$ cat src/rtl/core/julia_escape_time_iterator_unit_assert.svh
// assertion macros for the escape-time iterator
// each use expects clk and rst_n in scope
`ifndef JULIA_ESCAPE_TIME_ITERATOR_UNIT_ASSERT_SVH
`define JULIA_ESCAPE_TIME_ITERATOR_UNIT_ASSERT_SVH

// same-cycle implication
`define JETI_ASSERT_NOW(label, ante, cons, msg) \
  label: assert property (@(posedge clk) disable iff (!rst_n) (ante) |-> (cons)) \
    else $error(msg);

// next-cycle implication
`define JETI_ASSERT_NEXT(label, ante, cons, msg) \
  label: assert property (@(posedge clk) disable iff (!rst_n) (ante) |=> (cons)) \
    else $error(msg);

`endif

$ cat src/rtl/core/jeti_pkg.sv
package jeti_pkg;

  localparam int FRACTION_BITS = 28;
  localparam int COUNT_BITS    = 16;

  localparam int Z_W     = 32;
  localparam int DZ_W    = 40;
  localparam int MAG_W   = 40;
  localparam int DMAG_W  = 48;
  localparam int MAG_FRAC = 24;
  localparam int DZ_FRAC  = 24;
  localparam int MAG_SHIFT = 2 * FRACTION_BITS - MAG_FRAC;

  // shared multiplier: a full operand times half of b per pass
  localparam int MUL_AW = 40;
  localparam int MUL_CW = MUL_AW / 2;
  localparam int MUL_PW = MUL_AW + MUL_CW;
  localparam int MUL_RW = 2 * MUL_AW;

  localparam int MAG_SUM_W  = 2 * Z_W + 1;
  localparam int DMAG_SUM_W = MUL_RW - DZ_FRAC + 1;

  localparam logic [MAG_W-1:0] BAIL_STD = MAG_W'(4) << MAG_FRAC;
  localparam logic [MAG_W-1:0] BAIL_LOG = MAG_W'(16) << MAG_FRAC;
  localparam logic [COUNT_BITS-1:0] LIMIT_RESET = COUNT_BITS'(256);

  typedef enum logic [1:0] {
    MODE_NONE,
    MODE_LINEAR,
    MODE_LOG,
    MODE_DIST
  } mode_t;

  typedef enum logic [1:0] {
    REG_SEED_REAL,
    REG_SEED_IMAG,
    REG_ITER_LIMIT,
    REG_SMOOTH_MODE
  } reg_idx_t;

  typedef struct packed {
    logic [Z_W-1:0]        seed_real;
    logic [Z_W-1:0]        seed_imag;
    logic [COUNT_BITS-1:0] limit;
    mode_t                 mode;
  } cfg_t;

  typedef struct packed {
    logic              start;
    logic [MUL_AW-1:0] a;
    logic [MUL_AW-1:0] b;
  } mul_req_t;

  typedef struct packed {
    logic              done;
    logic [MUL_RW-1:0] prod;
  } mul_rsp_t;

  typedef struct packed {
    logic [COUNT_BITS-1:0] count;
    logic                  in_set;
    logic [MAG_W-1:0]      fmag;
    logic [MAG_W-1:0]      pmag;
    logic [DMAG_W-1:0]     dmag;
  } result_t;

  function automatic logic [Z_W-1:0] abs_z(input logic [Z_W-1:0] v);
    return v[Z_W-1] ? Z_W'(-v) : v;
  endfunction

  function automatic logic [DZ_W-1:0] abs_dz(input logic [DZ_W-1:0] v);
    return v[DZ_W-1] ? DZ_W'(-v) : v;
  endfunction

  function automatic logic [MAG_W-1:0] sat_mag(input logic [MAG_SUM_W-1:0] v);
    return (|v[MAG_SUM_W-1:MAG_W]) ? {MAG_W{1'b1}} : v[MAG_W-1:0];
  endfunction

  function automatic logic [DMAG_W-1:0] sat_dmag(input logic [DMAG_SUM_W-1:0] v);
    return (|v[DMAG_SUM_W-1:DMAG_W]) ? {DMAG_W{1'b1}} : v[DMAG_W-1:0];
  endfunction

endpackage

$ cat src/rtl/core/jeti_mul.sv
module jeti_mul (
  input  logic               clk,
  input  logic               rst_n,
  input  jeti_pkg::mul_req_t req,
  output jeti_pkg::mul_rsp_t rsp
);
  import jeti_pkg::*;

  typedef enum logic [1:0] {
    PH_IDLE,
    PH_LO,
    PH_HI,
    PH_SUM
  } phase_t;

  phase_t            phase_r;
  logic              done_r;
  logic [MUL_PW-1:0] part_r;
  logic [MUL_RW-1:0] acc_r;
  logic [MUL_CW-1:0] chunk;
  logic [MUL_PW-1:0] part_nxt;

  // operands held stable by the sequencer for the whole product
  assign chunk    = (phase_r == PH_HI) ? req.b[MUL_AW-1:MUL_CW] : req.b[MUL_CW-1:0];
  assign part_nxt = MUL_PW'(req.a) * MUL_PW'(chunk);

  always_ff @(posedge clk) begin
    if (!rst_n) begin
      phase_r <= PH_IDLE;
      done_r  <= 1'b0;
    end else begin
      done_r <= 1'b0;
      unique case (phase_r)
        PH_IDLE: begin
          if (req.start) phase_r <= PH_LO;
        end
        PH_LO: begin
          part_r  <= part_nxt;
          phase_r <= PH_HI;
        end
        PH_HI: begin
          part_r  <= part_nxt;
          acc_r   <= MUL_RW'(part_r);
          phase_r <= PH_SUM;
        end
        PH_SUM: begin
          acc_r   <= acc_r + (MUL_RW'(part_r) << MUL_CW);
          done_r  <= 1'b1;
          phase_r <= PH_IDLE;
        end
        default: phase_r <= PH_IDLE;
      endcase
    end
  end

  assign rsp.done = done_r;
  assign rsp.prod = acc_r;

endmodule

$ cat src/rtl/core/jeti_seq.sv
module jeti_seq (
  input  logic                       clk,
  input  logic                       rst_n,
  input  jeti_pkg::cfg_t             cfg,
  input  logic                       start,
  input  logic [jeti_pkg::Z_W-1:0]   start_real,
  input  logic [jeti_pkg::Z_W-1:0]   start_imag,
  output logic                       idle,
  output jeti_pkg::mul_req_t         mul_req,
  input  jeti_pkg::mul_rsp_t         mul_rsp,
  output logic                       res_valid,
  input  logic                       res_ready,
  output jeti_pkg::result_t          res
);
  import jeti_pkg::*;

  // working widths for the z update and the derivative terms
  localparam int NXW = (66 - FRACTION_BITS > Z_W + 2) ? 66 - FRACTION_BITS : Z_W + 2;
  localparam int TW  = 72 - FRACTION_BITS;
  localparam int DW  = (TW + 2 > DZ_W + 1) ? TW + 2 : DZ_W + 1;
  localparam int DPW = MUL_RW - DZ_FRAC;
  localparam logic [DZ_W-1:0] DZ_ONE = DZ_W'(1) << DZ_FRAC;
  localparam logic [DZ_W-1:0] DZ_MAX = {1'b0, {(DZ_W-1){1'b1}}};
  localparam logic [DZ_W-1:0] DZ_MIN = {1'b1, {(DZ_W-1){1'b0}}};
  localparam logic [Z_W-1:0]  Z_MAX  = {1'b0, {(Z_W-1){1'b1}}};
  localparam logic [Z_W-1:0]  Z_MIN  = {1'b1, {(Z_W-1){1'b0}}};

  typedef enum logic [3:0] {
    S_IDLE,
    S_SQX,
    S_SQY,
    S_CHECK,
    S_XY,
    S_ZUPD,
    S_ZXDX,
    S_ZYDY,
    S_ZYDX,
    S_ZXDY,
    S_DUPD,
    S_DXX,
    S_DYY,
    S_DONE
  } state_t;

  state_t                state_r;
  logic                  issued_r;
  logic [Z_W-1:0]        zx_r, zy_r;
  logic [DZ_W-1:0]       dx_r, dy_r;
  logic [2*Z_W-1:0]      sxx_r, syy_r, sxy_r;
  logic [MAG_W-1:0]      mag_r, prev_r;
  logic                  inside_r;
  logic [COUNT_BITS-1:0] count_r;
  logic signed [TW-1:0]  t0_r, t1_r, t2_r, t3_r;
  logic [DPW-1:0]        dxx_r;
  logic [DMAG_W-1:0]     dmag_r;

  logic [Z_W-1:0]        ax, ay;
  logic [DZ_W-1:0]       adx, ady;
  logic                  use_mul, term_neg;
  logic [MUL_AW-1:0]     op_a, op_b;
  logic                  dist_on;
  logic [MAG_W-1:0]      bail;
  logic [MAG_W-1:0]      mag_nxt;
  logic                  go_on;
  logic signed [NXW-1:0] sx_s, sy_s, pxy_s, cre_s, cim_s, nx_w, ny_w;
  logic [NXW-Z_W:0]      nx_hi, ny_hi;
  logic [Z_W-1:0]        nx_sat, ny_sat;
  logic [TW-1:0]         tmag;
  logic signed [TW-1:0]  term;
  logic signed [DW-1:0]  ndx, ndy;
  logic [DW-DZ_W:0]      ndx_hi, ndy_hi;
  logic [DZ_W-1:0]       dx_sat, dy_sat;
  logic [DPW-1:0]        dprod;

  assign ax  = abs_z(zx_r);
  assign ay  = abs_z(zy_r);
  assign adx = abs_dz(dx_r);
  assign ady = abs_dz(dy_r);

  assign dist_on = (cfg.mode == MODE_DIST);
  assign bail    = (cfg.mode == MODE_LOG) ? BAIL_LOG : BAIL_STD;

  // operand routing into the shared multiplier
  always_comb begin
    use_mul  = 1'b0;
    term_neg = 1'b0;
    op_a     = '0;
    op_b     = '0;
    unique case (state_r)
      S_SQX: begin
        use_mul = 1'b1; op_a = MUL_AW'(ax); op_b = MUL_AW'(ax);
      end
      S_SQY: begin
        use_mul = 1'b1; op_a = MUL_AW'(ay); op_b = MUL_AW'(ay);
      end
      S_XY: begin
        use_mul = 1'b1; op_a = MUL_AW'(ax); op_b = MUL_AW'(ay);
      end
      S_ZXDX: begin
        use_mul = 1'b1; op_a = MUL_AW'(adx); op_b = MUL_AW'(ax);
        term_neg = zx_r[Z_W-1] ^ dx_r[DZ_W-1];
      end
      S_ZYDY: begin
        use_mul = 1'b1; op_a = MUL_AW'(ady); op_b = MUL_AW'(ay);
        term_neg = zy_r[Z_W-1] ^ dy_r[DZ_W-1];
      end
      S_ZYDX: begin
        use_mul = 1'b1; op_a = MUL_AW'(adx); op_b = MUL_AW'(ay);
        term_neg = zy_r[Z_W-1] ^ dx_r[DZ_W-1];
      end
      S_ZXDY: begin
        use_mul = 1'b1; op_a = MUL_AW'(ady); op_b = MUL_AW'(ax);
        term_neg = zx_r[Z_W-1] ^ dy_r[DZ_W-1];
      end
      S_DXX: begin
        use_mul = 1'b1; op_a = MUL_AW'(adx); op_b = MUL_AW'(adx);
      end
      S_DYY: begin
        use_mul = 1'b1; op_a = MUL_AW'(ady); op_b = MUL_AW'(ady);
      end
      default: ;
    endcase
  end

  assign mul_req.start = use_mul && !issued_r;
  assign mul_req.a     = op_a;
  assign mul_req.b     = op_b;

  // |z|^2 and the escape test
  assign mag_nxt = sat_mag(MAG_SUM_W'(sxx_r >> MAG_SHIFT) + MAG_SUM_W'(syy_r >> MAG_SHIFT));
  assign go_on   = (mag_nxt < bail) && (count_r < cfg.limit);

  // z update
  assign sx_s  = signed'(NXW'(sxx_r >> FRACTION_BITS));
  assign sy_s  = signed'(NXW'(syy_r >> FRACTION_BITS));
  assign pxy_s = signed'(NXW'({sxy_r, 1'b0} >> FRACTION_BITS));
  assign cre_s = signed'({{(NXW-Z_W){cfg.seed_real[Z_W-1]}}, cfg.seed_real});
  assign cim_s = signed'({{(NXW-Z_W){cfg.seed_imag[Z_W-1]}}, cfg.seed_imag});
  assign nx_w  = sx_s - sy_s + cre_s;
  assign ny_w  = (zx_r[Z_W-1] ^ zy_r[Z_W-1]) ? cim_s - pxy_s : cim_s + pxy_s;
  assign nx_hi = nx_w[NXW-1:Z_W-1];
  assign ny_hi = ny_w[NXW-1:Z_W-1];

  always_comb begin
    if (nx_hi == '0 || nx_hi == '1) nx_sat = nx_w[Z_W-1:0];
    else if (nx_w[NXW-1])           nx_sat = Z_MIN;
    else                            nx_sat = Z_MAX;
    if (ny_hi == '0 || ny_hi == '1) ny_sat = ny_w[Z_W-1:0];
    else if (ny_w[NXW-1])           ny_sat = Z_MIN;
    else                            ny_sat = Z_MAX;
  end

  // derivative terms, truncated toward zero
  assign tmag = TW'(mul_rsp.prod >> FRACTION_BITS);
  assign term = term_neg ? -signed'(tmag) : signed'(tmag);

  assign ndx    = (DW'(t0_r) - DW'(t1_r)) <<< 1;
  assign ndy    = (DW'(t2_r) + DW'(t3_r)) <<< 1;
  assign ndx_hi = ndx[DW-1:DZ_W-1];
  assign ndy_hi = ndy[DW-1:DZ_W-1];

  always_comb begin
    if (ndx_hi == '0 || ndx_hi == '1) dx_sat = ndx[DZ_W-1:0];
    else if (ndx[DW-1])               dx_sat = DZ_MIN;
    else                              dx_sat = DZ_MAX;
    if (ndy_hi == '0 || ndy_hi == '1) dy_sat = ndy[DZ_W-1:0];
    else if (ndy[DW-1])               dy_sat = DZ_MIN;
    else                              dy_sat = DZ_MAX;
  end

  assign dprod = mul_rsp.prod[MUL_RW-1:DZ_FRAC];

  always_ff @(posedge clk) begin
    if (!rst_n) begin
      state_r  <= S_IDLE;
      issued_r <= 1'b0;
    end else begin
      unique case (state_r)
        S_IDLE: begin
          if (start) begin
            zx_r    <= start_real;
            zy_r    <= start_imag;
            dx_r    <= DZ_ONE;
            dy_r    <= '0;
            count_r <= '0;
            prev_r  <= '0;
            dmag_r  <= '0;
            state_r <= S_SQX;
          end
        end
        S_SQX: begin
          if (mul_rsp.done) begin
            sxx_r   <= mul_rsp.prod[2*Z_W-1:0];
            state_r <= S_SQY;
          end
        end
        S_SQY: begin
          if (mul_rsp.done) begin
            syy_r   <= mul_rsp.prod[2*Z_W-1:0];
            state_r <= S_CHECK;
          end
        end
        S_CHECK: begin
          mag_r    <= mag_nxt;
          inside_r <= (mag_nxt < bail);
          if (go_on)        state_r <= S_XY;
          else if (dist_on) state_r <= S_DXX;
          else              state_r <= S_DONE;
        end
        S_XY: begin
          if (mul_rsp.done) begin
            sxy_r   <= mul_rsp.prod[2*Z_W-1:0];
            state_r <= S_ZUPD;
          end
        end
        S_ZUPD: begin
          prev_r  <= mag_r;
          zx_r    <= nx_sat;
          zy_r    <= ny_sat;
          count_r <= count_r + 1'b1;
          state_r <= dist_on ? S_ZXDX : S_SQX;
        end
        S_ZXDX: begin
          if (mul_rsp.done) begin
            t0_r    <= term;
            state_r <= S_ZYDY;
          end
        end
        S_ZYDY: begin
          if (mul_rsp.done) begin
            t1_r    <= term;
            state_r <= S_ZYDX;
          end
        end
        S_ZYDX: begin
          if (mul_rsp.done) begin
            t2_r    <= term;
            state_r <= S_ZXDY;
          end
        end
        S_ZXDY: begin
          if (mul_rsp.done) begin
            t3_r    <= term;
            state_r <= S_DUPD;
          end
        end
        S_DUPD: begin
          dx_r    <= dx_sat;
          dy_r    <= dy_sat;
          state_r <= S_SQX;
        end
        S_DXX: begin
          if (mul_rsp.done) begin
            dxx_r   <= dprod;
            state_r <= S_DYY;
          end
        end
        S_DYY: begin
          if (mul_rsp.done) begin
            dmag_r  <= sat_dmag(DMAG_SUM_W'(dxx_r) + DMAG_SUM_W'(dprod));
            state_r <= S_DONE;
          end
        end
        S_DONE: begin
          if (res_ready) state_r <= S_IDLE;
        end
        default: state_r <= S_IDLE;
      endcase
      if (mul_req.start)     issued_r <= 1'b1;
      else if (mul_rsp.done) issued_r <= 1'b0;
    end
  end

  assign idle       = (state_r == S_IDLE);
  assign res_valid  = (state_r == S_DONE);
  assign res.count  = count_r;
  assign res.in_set = inside_r;
  assign res.fmag   = mag_r;
  assign res.pmag   = prev_r;
  assign res.dmag   = dmag_r;

endmodule

$ cat src/rtl/core/julia_escape_time_iterator_unit.sv
// julia set escape-time iterator. each input beat carries one pixel's start
// point z0 (signed q4.28); the block iterates z = z^2 + c with c taken from the
// seed registers until |z|^2 reaches the bailout (16.0 in logarithmic mode,
// 4.0 otherwise) or the iteration limit is hit, and returns one output beat
// with the count, the inside flag, the final and previous |z|^2 (q16.24) and,
// in distance mode, |dz|^2 (q24.24) of the derivative dz = 2*z*dz started at
// 1.0; all results saturate. every product goes through one shared 40x20
// multiplier that needs two passes, over the low and then the high half of b,
// followed by a summing step; the input is ready only while no pixel is in
// flight. a finished result sits in the output register, so the next pixel
// can be taken while the previous result waits. configuration is written
// through cfg_we/cfg_index/cfg_wdata; the user must write it only while the
// block is idle, which the block itself does not enforce.
`include "julia_escape_time_iterator_unit_assert.svh"

module julia_escape_time_iterator_unit (
  input  logic                                 clk,
  input  logic                                 rst_n,
  // pixel input
  input  logic                                 in_valid,
  output logic                                 in_ready,
  input  logic signed [jeti_pkg::Z_W-1:0]      in_start_real,
  input  logic signed [jeti_pkg::Z_W-1:0]      in_start_imag,
  // result output
  output logic                                 out_valid,
  input  logic                                 out_ready,
  output logic [jeti_pkg::COUNT_BITS-1:0]      out_iteration_count,
  output logic                                 out_inside_set,
  output logic [jeti_pkg::MAG_W-1:0]           out_final_magnitude_sq,
  output logic [jeti_pkg::MAG_W-1:0]           out_previous_magnitude_sq,
  output logic [jeti_pkg::DMAG_W-1:0]          out_derivative_magnitude_sq,
  // configuration writes
  input  logic                                 cfg_we,
  input  logic [1:0]                           cfg_index,
  input  logic [jeti_pkg::Z_W-1:0]             cfg_wdata
);
  import jeti_pkg::*;

  cfg_t     cfg_r;
  logic     out_valid_r;
  result_t  out_r;

  logic     seq_idle;
  logic     res_valid;
  logic     res_ready;
  result_t  res;
  mul_req_t mul_req;
  mul_rsp_t mul_rsp;

  // the output register frees up when empty or drained this cycle
  assign res_ready = !out_valid_r || out_ready;

  // sequencer: holds z, dz, the partial squares and the count
  jeti_seq u_seq (
    .clk        (clk),
    .rst_n      (rst_n),
    .cfg        (cfg_r),
    .start      (in_valid && seq_idle),
    .start_real (in_start_real),
    .start_imag (in_start_imag),
    .idle       (seq_idle),
    .mul_req    (mul_req),
    .mul_rsp    (mul_rsp),
    .res_valid  (res_valid),
    .res_ready  (res_ready),
    .res        (res)
  );

  // the one multiplier every product of an iteration goes through
  jeti_mul u_mul (
    .clk   (clk),
    .rst_n (rst_n),
    .req   (mul_req),
    .rsp   (mul_rsp)
  );

  always_ff @(posedge clk) begin
    if (!rst_n) begin
      cfg_r.seed_real <= '0;
      cfg_r.seed_imag <= '0;
      cfg_r.limit     <= LIMIT_RESET;
      cfg_r.mode      <= MODE_NONE;
      out_valid_r     <= 1'b0;
    end else begin
      // register writes, only meaningful while idle
      if (cfg_we) begin
        unique case (reg_idx_t'(cfg_index))
          REG_SEED_REAL:   cfg_r.seed_real <= cfg_wdata;
          REG_SEED_IMAG:   cfg_r.seed_imag <= cfg_wdata;
          REG_ITER_LIMIT:  cfg_r.limit     <= cfg_wdata[COUNT_BITS-1:0];
          REG_SMOOTH_MODE: cfg_r.mode      <= mode_t'(cfg_wdata[1:0]);
        endcase
      end
      // result beat into the output register
      if (res_valid && res_ready) begin
        out_r       <= res;
        out_valid_r <= 1'b1;
      end else if (out_ready) begin
        out_valid_r <= 1'b0;
      end
    end
  end

  assign in_ready                    = seq_idle;
  assign out_valid                   = out_valid_r;
  assign out_iteration_count         = out_r.count;
  assign out_inside_set              = out_r.in_set;
  assign out_final_magnitude_sq      = out_r.fmag;
  assign out_previous_magnitude_sq   = out_r.pmag;
  assign out_derivative_magnitude_sq = out_r.dmag;

  // a pixel in flight blocks the input until its result is handed off
  `JETI_ASSERT_NEXT(a_busy_after_accept, in_valid && in_ready, !in_ready, "input not blocked")
  // an escaped point must sit at or above the smaller bailout
  `JETI_ASSERT_NOW(a_escape_mag, out_valid && !out_inside_set, out_final_magnitude_sq >= BAIL_STD, "escape below bailout")
  // a point inside never reaches the larger bailout
  `JETI_ASSERT_NOW(a_inside_mag, out_valid && out_inside_set, out_final_magnitude_sq < BAIL_LOG, "inside above bailout")
  // no iteration means no previous magnitude
  `JETI_ASSERT_NOW(a_zero_count_prev, out_valid && (out_iteration_count == '0), out_previous_magnitude_sq == '0, "previous magnitude without iteration")

endmodule
$ cat config.mk
export PLATFORM = sky130hd
export DESIGN_NAME = julia_escape_time_iterator_unit
export DESIGN_NICKNAME = d
export VERILOG_FILES = /design/src/rtl/core/jeti_pkg.sv /design/src/rtl/core/jeti_mul.sv /design/src/rtl/core/jeti_seq.sv /design/src/rtl/core/julia_escape_time_iterator_unit.sv
export VERILOG_INCLUDE_DIRS = /design/src /design/src/rtl/core
export SDC_FILE = /design/constraint.sdc
export NUM_CORES = 2
export LEC_CHECK = 0
export BUFFER_PORTS_ARGS = -buffer_cell sky130_fd_sc_hd__buf_2
export CAP_MARGIN = 30
export CORE_ASPECT_RATIO = 0.75
export CORE_MARGIN = 3
export CORE_UTILIZATION = 35
export CTS_CLUSTER_SIZE = 12
export DETAILED_ROUTE_END_ITERATION = 10
export GPL_TIMING_DRIVEN = 0
export PLACE_DENSITY_LB_ADDON = 0.12
export SYNTH_ARGS = -nofsm -noshare
export SYNTH_HDL_FRONTEND = slang
export SYNTH_SLANG_ARGS = --single-unit
$ cat constraint.sdc
create_clock -name clk -period 14.3 [get_ports clk]
set_input_delay 3.575 -clock clk [delete_from_list [all_inputs] [get_ports clk]]
set_output_delay 3.575 -clock clk [all_outputs]
set_load 0.005 [all_outputs]
; Word-level counts from Yosys, hierarchy flattened
; Index checks and enable logic that the tools add are counted.
; W data, S select, Z words.
[op_classes]
reduce_logical = 53
n_mul = 1
n_mux = 59
n_bitwise = 5
eq_ne = 37
n_addsub = 15
n_lt_le_gt_ge = 2
[op_table]
columns = op, count
row1 = $mux W40, 9
row2 = $pmux W40 S4, 2
row3 = $mux W32, 8
row4 = $pmux W40 S2, 3
row5 = $pmux W80 S2, 1
row6 = $mux W48, 3
row7 = $pmux W32 S2, 2
row8 = $pmux W48 S2, 1
row9 = $add A80 B80 Y80, 1
row10 = $neg A40 Y40, 2
row11 = $neg A32 Y32, 2
row12 = $mul A40 B20 Y60, 1
row13 = $add A56 B56 Y57, 1
row14 = $pmux W4 S14, 1
row15 = $mux W4, 12
row16 = $add A44 B44 Y45, 1
row17 = $sub A44 B44 Y45, 1
row18 = $mux W44, 1
row19 = $neg A44 Y44, 1
row20 = $lt A40 B40 Y1, 1
row21 = $add A32 B38 Y38, 1
row22 = $add A37 B32 Y38, 1
row23 = $mux W38, 1
row24 = $sub A32 B38 Y38, 1
row25 = 39 further kinds, 114
[word_totals]
output_inout_bits = 147
input_bits = 103
ff_bits = 1089

; Depth between registers and ports, before layout
[logic_depth]
depth_word = 6
depth_mapped = 41
ltp_nobuf = 39

; Modules after synthesis
; From an unflattened synthesis, not the netlist that was laid out.
[unflattened]
cells_unflattened = 8933
hier_area_um2 = 86953.4
[modules_own_cells]
columns = mod, seq_area_each_um2, n_inst, cells_per_inst, area_per_inst_um2
row1 = jeti_seq, 18597.8, 1, 4738, 45243.4
row2 = jeti_mul, 4264.1, 1, 3738, 34154.0
row3 = julia_escape_time_iterator_unit, 6015.8, 1, 457, 7556.0

; Least setup slack after synthesis
; Ideal clock, no wire load.
[synth_path]
path_kind = input -> register
start = input port rst_n
end = register u_seq.count_r[0], enable pin
required_ns = 13.543
t_arrival_ns = 12.253
setup_slack_ns = 1.289
stages = 3
path_buffers = 2
setup_ns = 0.757
path_cell_list = clkbuf_1 clkbuf_1 a21boi_0
[synth_between]
elab_chain_len = 1
[synth_lines]
columns = item, line
row1 = from (decl), julia_escape_time_iterator_unit.sv:18  ; input logic rst_n,
row2 = $reduce_and A3 Y1 (no line), -
row3 = to (signal assigned), jeti_seq.sv:220  ; count_r <= count_r + 1'b1;
row4 = to (decl), jeti_seq.sv:52  ; logic [COUNT_BITS-1:0] count_r;
; No other way between the ends.
; A chain may end at the register's enable or synchronous reset.

; Worst setup path in the final report
[layout_path]
start = register u_seq.zy_r[11]
end = register u_mul.part_r[58], data pin
[layout_between]
elab_chain_len = 5
elab_cells_between_ends = 6
classes_between = 1 x add/sub / 1 x mul / 4 x mux
[layout_lines]
columns = item, line
row1 = from (decl), jeti_seq.sv:47  ; logic [Z_W-1:0] zx_r, zy_r;
row2 = from (signal assigned), jeti_seq.sv:182  ; zy_r <= start_imag;
row3 = from (signal assigned), jeti_seq.sv:219  ; zy_r <= ny_sat;
row4 = $neg A32 Y32, jeti_pkg.sv:68  ; return v[Z_W-1] ? Z_W'(-v) : v;
row5 = $mux W32 (*), jeti_pkg.sv:68
row6 = $pmux W40 S4, jeti_seq.sv:89  ; unique case (state_r)
row7 = $mux W20, jeti_mul.sv:24  ; assign chunk = (phase_r == PH_HI) ? req.b[MUL_AW-1:MUL_CW] : req.b[MUL_CW-1:0];
row8 = $mul A40 B20 Y60 (*), jeti_mul.sv:25  ; assign part_nxt = MUL_PW'(req.a) * MUL_PW'(chunk);
row9 = net u_mul.part_nxt[58], jeti_mul.sv:21  ; logic [MUL_PW-1:0] part_nxt;
row10 = to (signal assigned), jeti_mul.sv:38  ; part_r <= part_nxt;
row11 = to (signal assigned), jeti_mul.sv:42  ; part_r <= part_nxt;
row12 = to (decl), jeti_mul.sv:18  ; logic [MUL_PW-1:0] part_r;
; The timed path passes the listed nets; every way through them passes the cells marked *.

==> results_tabular.tex <==
\begin{tabular}{lr}
\hline
Metric & Value \\
\hline
\multicolumn{2}{l}{\textbf{Die}} \\
\quad Area of the core & between 200000 and 250000 um\^{}2 \\
\quad Starting Density & between 30\% and 40\% \\
\quad Die boundary width & approximately 570 um \\
\quad Number of standard-cell rows in the floorplan & roughly 150 \\
\quad Number of I/O pins & 250 \\
\quad Die Ht & 428.5 um \\
\quad Die ar. & 244000 um\^{}2 \\
\multicolumn{2}{l}{\textbf{Cells and area}} \\
\quad Share of post-route cells with drive strength above 1 & 7.479\% \\
\quad Multi-input gate area in the final layout & about 50000 um\^{}2 \\
\quad Fillers & around 23000 \\
\quad Combined flip-flop and latch cell area & 27860 um\^{}2 \\
\quad Final cell utilization of the core & 39.84\% \\
\quad Area growth from synthesis to layout & 12.81\% \\
\quad Fin nets & between 10000 and 15000 \\
\multicolumn{2}{l}{\textbf{Drt}} \\
\quad Final antenna-violating net count & 0 \\
\quad Vias per Instance & 5.541 \\
\quad Total length of routed wires & 329.7 mm \\
\quad DR iter-0 viols & 7639 \\
\quad Vias & approximately 70000 \\
\quad Number of iterations in the first detailed-routing pass & 6 \\
\quad Final routed DRC violation total & 0 \\
\quad Post-DR wirelength/cell & roughly 27 um \\
\multicolumn{2}{l}{\textbf{Timing}} \\
\quad Final worst setup slack & 0.5161 ns \\
\quad Final critical delay including setup and external delays & 13.78 ns \\
\quad F\_max & 72.55 MHz \\
\quad Clock skew & around 0.049 ns \\
\quad Number of pins exceeding their max-slew limit in the final report & 0 \\
\quad Tightest Pin Transition & about 1.1 ns \\
\quad Setup violation total in the final timing report & 0 \\
\quad Hold slack & approximately 0.41 ns \\
\quad Setup repair after global routing missed its margin & false \\
\quad Share of the clock period used by the worst path after layout & a little over nine tenths \\
\quad Hold Violations, Final & 0 \\
\quad Worst-case headroom to the max-slew limit & 23.57\% \\
\quad Final total negative setup slack & 0 ns \\
\multicolumn{2}{l}{\textbf{Pwr}} \\
\quad Pleak & 0.03977 uW \\
\quad Power Dens Cells & 178.1 nW/um\^{}2 \\
\quad Peak supply drop & 0.1792 mV \\
\multicolumn{2}{l}{\textbf{Synth}} \\
\quad Gate count after technology mapping & 8593 \\
\quad Ranking of synthesized cells by instance count & nand2\_1, inv\_1, edfxtp\_1, fa\_1, ha\_1 \\
\quad Post-synth top flop & edfxtp\_1 \\
\quad Post-synthesis instance area & 83300 um\^{}2 \\
\quad Async SR Flop Fraction & 0\% \\
\quad Count of state elements after synthesis & roughly 960 \\
\quad Count leader, synth & nand2\_1 \\
\quad Number of warnings reported in the yosys synthesis log & 0 \\
\quad Post-synthesis average cell area & 9.694 um\^{}2 \\
\quad Area share of the leading cell type in the synthesized netlist & 31.25\% \\
\quad Number of enable-type register cells in the synthesized netlist & just under 900 \\
\quad Top area cells in the synthesized netlist & edfxtp\_1, fa\_1, ha\_1 \\
\quad Yosys top cell by area & edfxtp\_1 \\
\quad Synth unique cells & 95 \\
\quad Part of the Yosys area used for sequential elements & 33.44\% \\
\multicolumn{2}{l}{\textbf{Global routing}} \\
\quad Global-route wire length before repair & 471.4 mm \\
\quad Initial antenna violation count & 37 \\
\quad Overall overflow remaining after global route & 0 \\
\quad Number of global-route vias before repair & roughly 65000 \\
\quad Pin count of the biggest net entering global routing & roughly 60 \\
\quad Total global routing track utilization & between 20\% and 30\% \\
\multicolumn{2}{l}{\textbf{Critical path}} \\
\quad R2R Path End & u\_mul.part\_r[58] \\
\quad Startpoint of the most critical setup path & u\_seq.zy\_r[11] \\
\quad Worst Path Arrival & 14.21 ns \\
\quad Critical Path Sink Type & flop \\
\quad Setup CP Type & flop to flop \\
\quad Maximum fanout along the worst path & 10 \\
\quad Capturing element of the worst setup path & u\_mul.part\_r[58] \\
\quad Launch instance of the worst register-to-register path & u\_seq.zy\_r[11] \\
\quad Length in cells of the worst reg-to-reg path & 36 \\
\quad Worst setup SP type & flop \\
\quad Largest stage delay on the critical path & 0.87 ns \\
\quad Critical path required time & 14.72 ns \\
\quad Most repeated library cell on the critical path & fa\_1 \\
\quad Slowest-stage cell, CP & clkbuf\_1 \\
\quad Minimum setup slack among reg-to-reg paths & 0.52 ns \\
\multicolumn{2}{l}{\textbf{Clock tree}} \\
\quad H-tree depth & 3 \\
\quad Post-cts repair resize count & 0 \\
\quad Clock insertion delay at the later pin of the skew report & $\sim$0.74 ns \\
\quad Hold buffer count at CTS & 0 \\
\quad Maximum clock path buffer count & 3 \\
\quad Postcts setup bufs & 0 \\
\quad Clock slew at the register clock pins of the worst setup and hold paths & 0.06 ns \\
\quad Number of buffers inserted during clock tree synthesis & 102 \\
\quad Root buffer cell & clkbuf\_16 \\
\quad Clock sink total & 958 \\
\quad Clock tree from TritonCTS & yes \\
\multicolumn{2}{l}{\textbf{Placed design}} \\
\quad Weighted congestion reported at the end of routability-driven placement & 1.009 \\
\quad HPWL after DPL & roughly 280 mm \\
\quad Post-place setup slack & 0.8440 ns \\
\quad Input/output buffers & 235 \\
\multicolumn{2}{l}{\textbf{Run status}} \\
\quad Run status & finished, final reports clean \\
\multicolumn{2}{l}{\textbf{Job}} \\
\quad Max-cap violations & 0 \\
\multicolumn{2}{l}{\textbf{Worst hold path}} \\
\quad Tightest Hold Check Type & flop to flop \\
\hline
\end{tabular}
-- cell families after synthesis --
logic type,after synthesis,synth area share (%)
other,1,0.004502
DFF,958,33.44
AOI/OAI and AO/OA,1889,14.70
xor gates and xnor gates,589,6.193
muxes,54,0.7060
and+or+nand+nor,2461,13.75
adders and majority gates,1230,24.68
buffers and inverters,1411,6.528
-- cell usage in the layout (no fill, tap or decap), types with 29 or more instances in the layout --
master        n
a211oi_1     41
a21boi_0     88
a21o_1      221
a21oi_1     531
a31oi_1      52
and2_1      213
and3_1       77
buf_16       32
buf_2       266
buf_4        43
buf_8        29
clkbuf_1    390
clkbuf_16   105
dfxtp_1      91
edfxtp_1    867
fa_1        688
ha_1        542
inv_1       995
mux2_2       38
nand2_1    1038
nand2b_1     64
nand3_1     139
nand4_1      57
nor2_1      487
nor2b_1      60
nor3_1      106
nor4_1       49
o211ai_1     36
o21a_1       64
o21ai_0     381
o21bai_1     72
o221ai_1     31
o22ai_1      56
o31ai_1      72
o41ai_1      34
or3_1        40
or4_1        29
xnor2_1     290
xor2_1      299
-- worst min-delay path by stage --
stage | startpoint | endpoint | depth (start not counted)
5_1_grt | u_seq.dmag_r[35] | out_derivative_magnitude_sq[35] | 0
3_5_place_dp | u_seq.dmag_r[14] | out_derivative_magnitude_sq[14] | 0
4_1_cts | u_seq.dmag_r[35] | out_derivative_magnitude_sq[35] | 0
2_1_floorplan | u_seq.dmag_r[0] | out_derivative_magnitude_sq[0] | 0
6_report | u_seq.dmag_r[35] | out_derivative_magnitude_sq[35] | 0
3_3_place_gp | u_seq.prev_r[18] | out_previous_magnitude_sq[18] | 0
-- power by group --
part	switching, uW	internal [uW]
clock network	1180	1480
logic	7010	3190
registers	328	3550
-- final cells by class --
class                           count  share of cell area, %
Multi-Input combinational cell   6237                  53.52
Sequential cell                   958                  29.64
Tap cell                         3120                  4.154
Inverter                          997                  3.982
Timing Repair Buffer              358                  3.407
Clock buffer                      144                  2.984
Buffer                            414                  1.804
Clock inverter                     38                 0.4580
Antenna cell                       19                0.05060
-- stage by stage --
step | std cells | area, um^2 | power, uW
after floorplan | 8606 | 83350 | 9531
after global placement | 11960 | 88430 | 13540
after detailed placement | 12070 | 90550 | 13710
after CTS | 12260 | 93790 | 16510
after global routing | 12270 | 93940 | 17610
final | 12290 | 93970 | 16740
-- metal layers --
| layer | GRT usage (%) | vias to the layer above | part of all wire (%) |
|---|---|---|---|
| met4 | 5.446 | 12 | 2.3 |
| met5 | 0 | - | 0.23 |
| li1 | - | 30440 | - |
| met2 | 35.76 | 2995 | 39 |
| met1 | 41.61 | 34270 | 48 |
| met3 | 7.054 | 353 | 10 |
-- sequential cells by signal (all words and copies together) (netlist names), 44 cells and up --
signal,cells
cfg_r,82
u_seq.t1_r,44
u_seq.dxx_r,56
u_seq.t0_r,44
u_mul.part_r,60
u_mul.acc_r,60
u_seq.dmag_r,48
u_seq.t2_r,44
out_derivative_magnitude_sq,48
u_seq.t3_r,44
-- worst max-delay path: cells and delay by family, from the launching register on --
kind                     cells  cell delay [ns]
AO/OA/AOI/OAI                9             2.90
flip-flops                   1             0.60
AND/OR/NAND/NOR              8             3.42
XOR/XNOR                     2             0.37
buffers and inverters        9             2.33
adder cells (fa/ha/maj)      8             3.84
No activity file was read; power rests on OpenSTA's default activity.
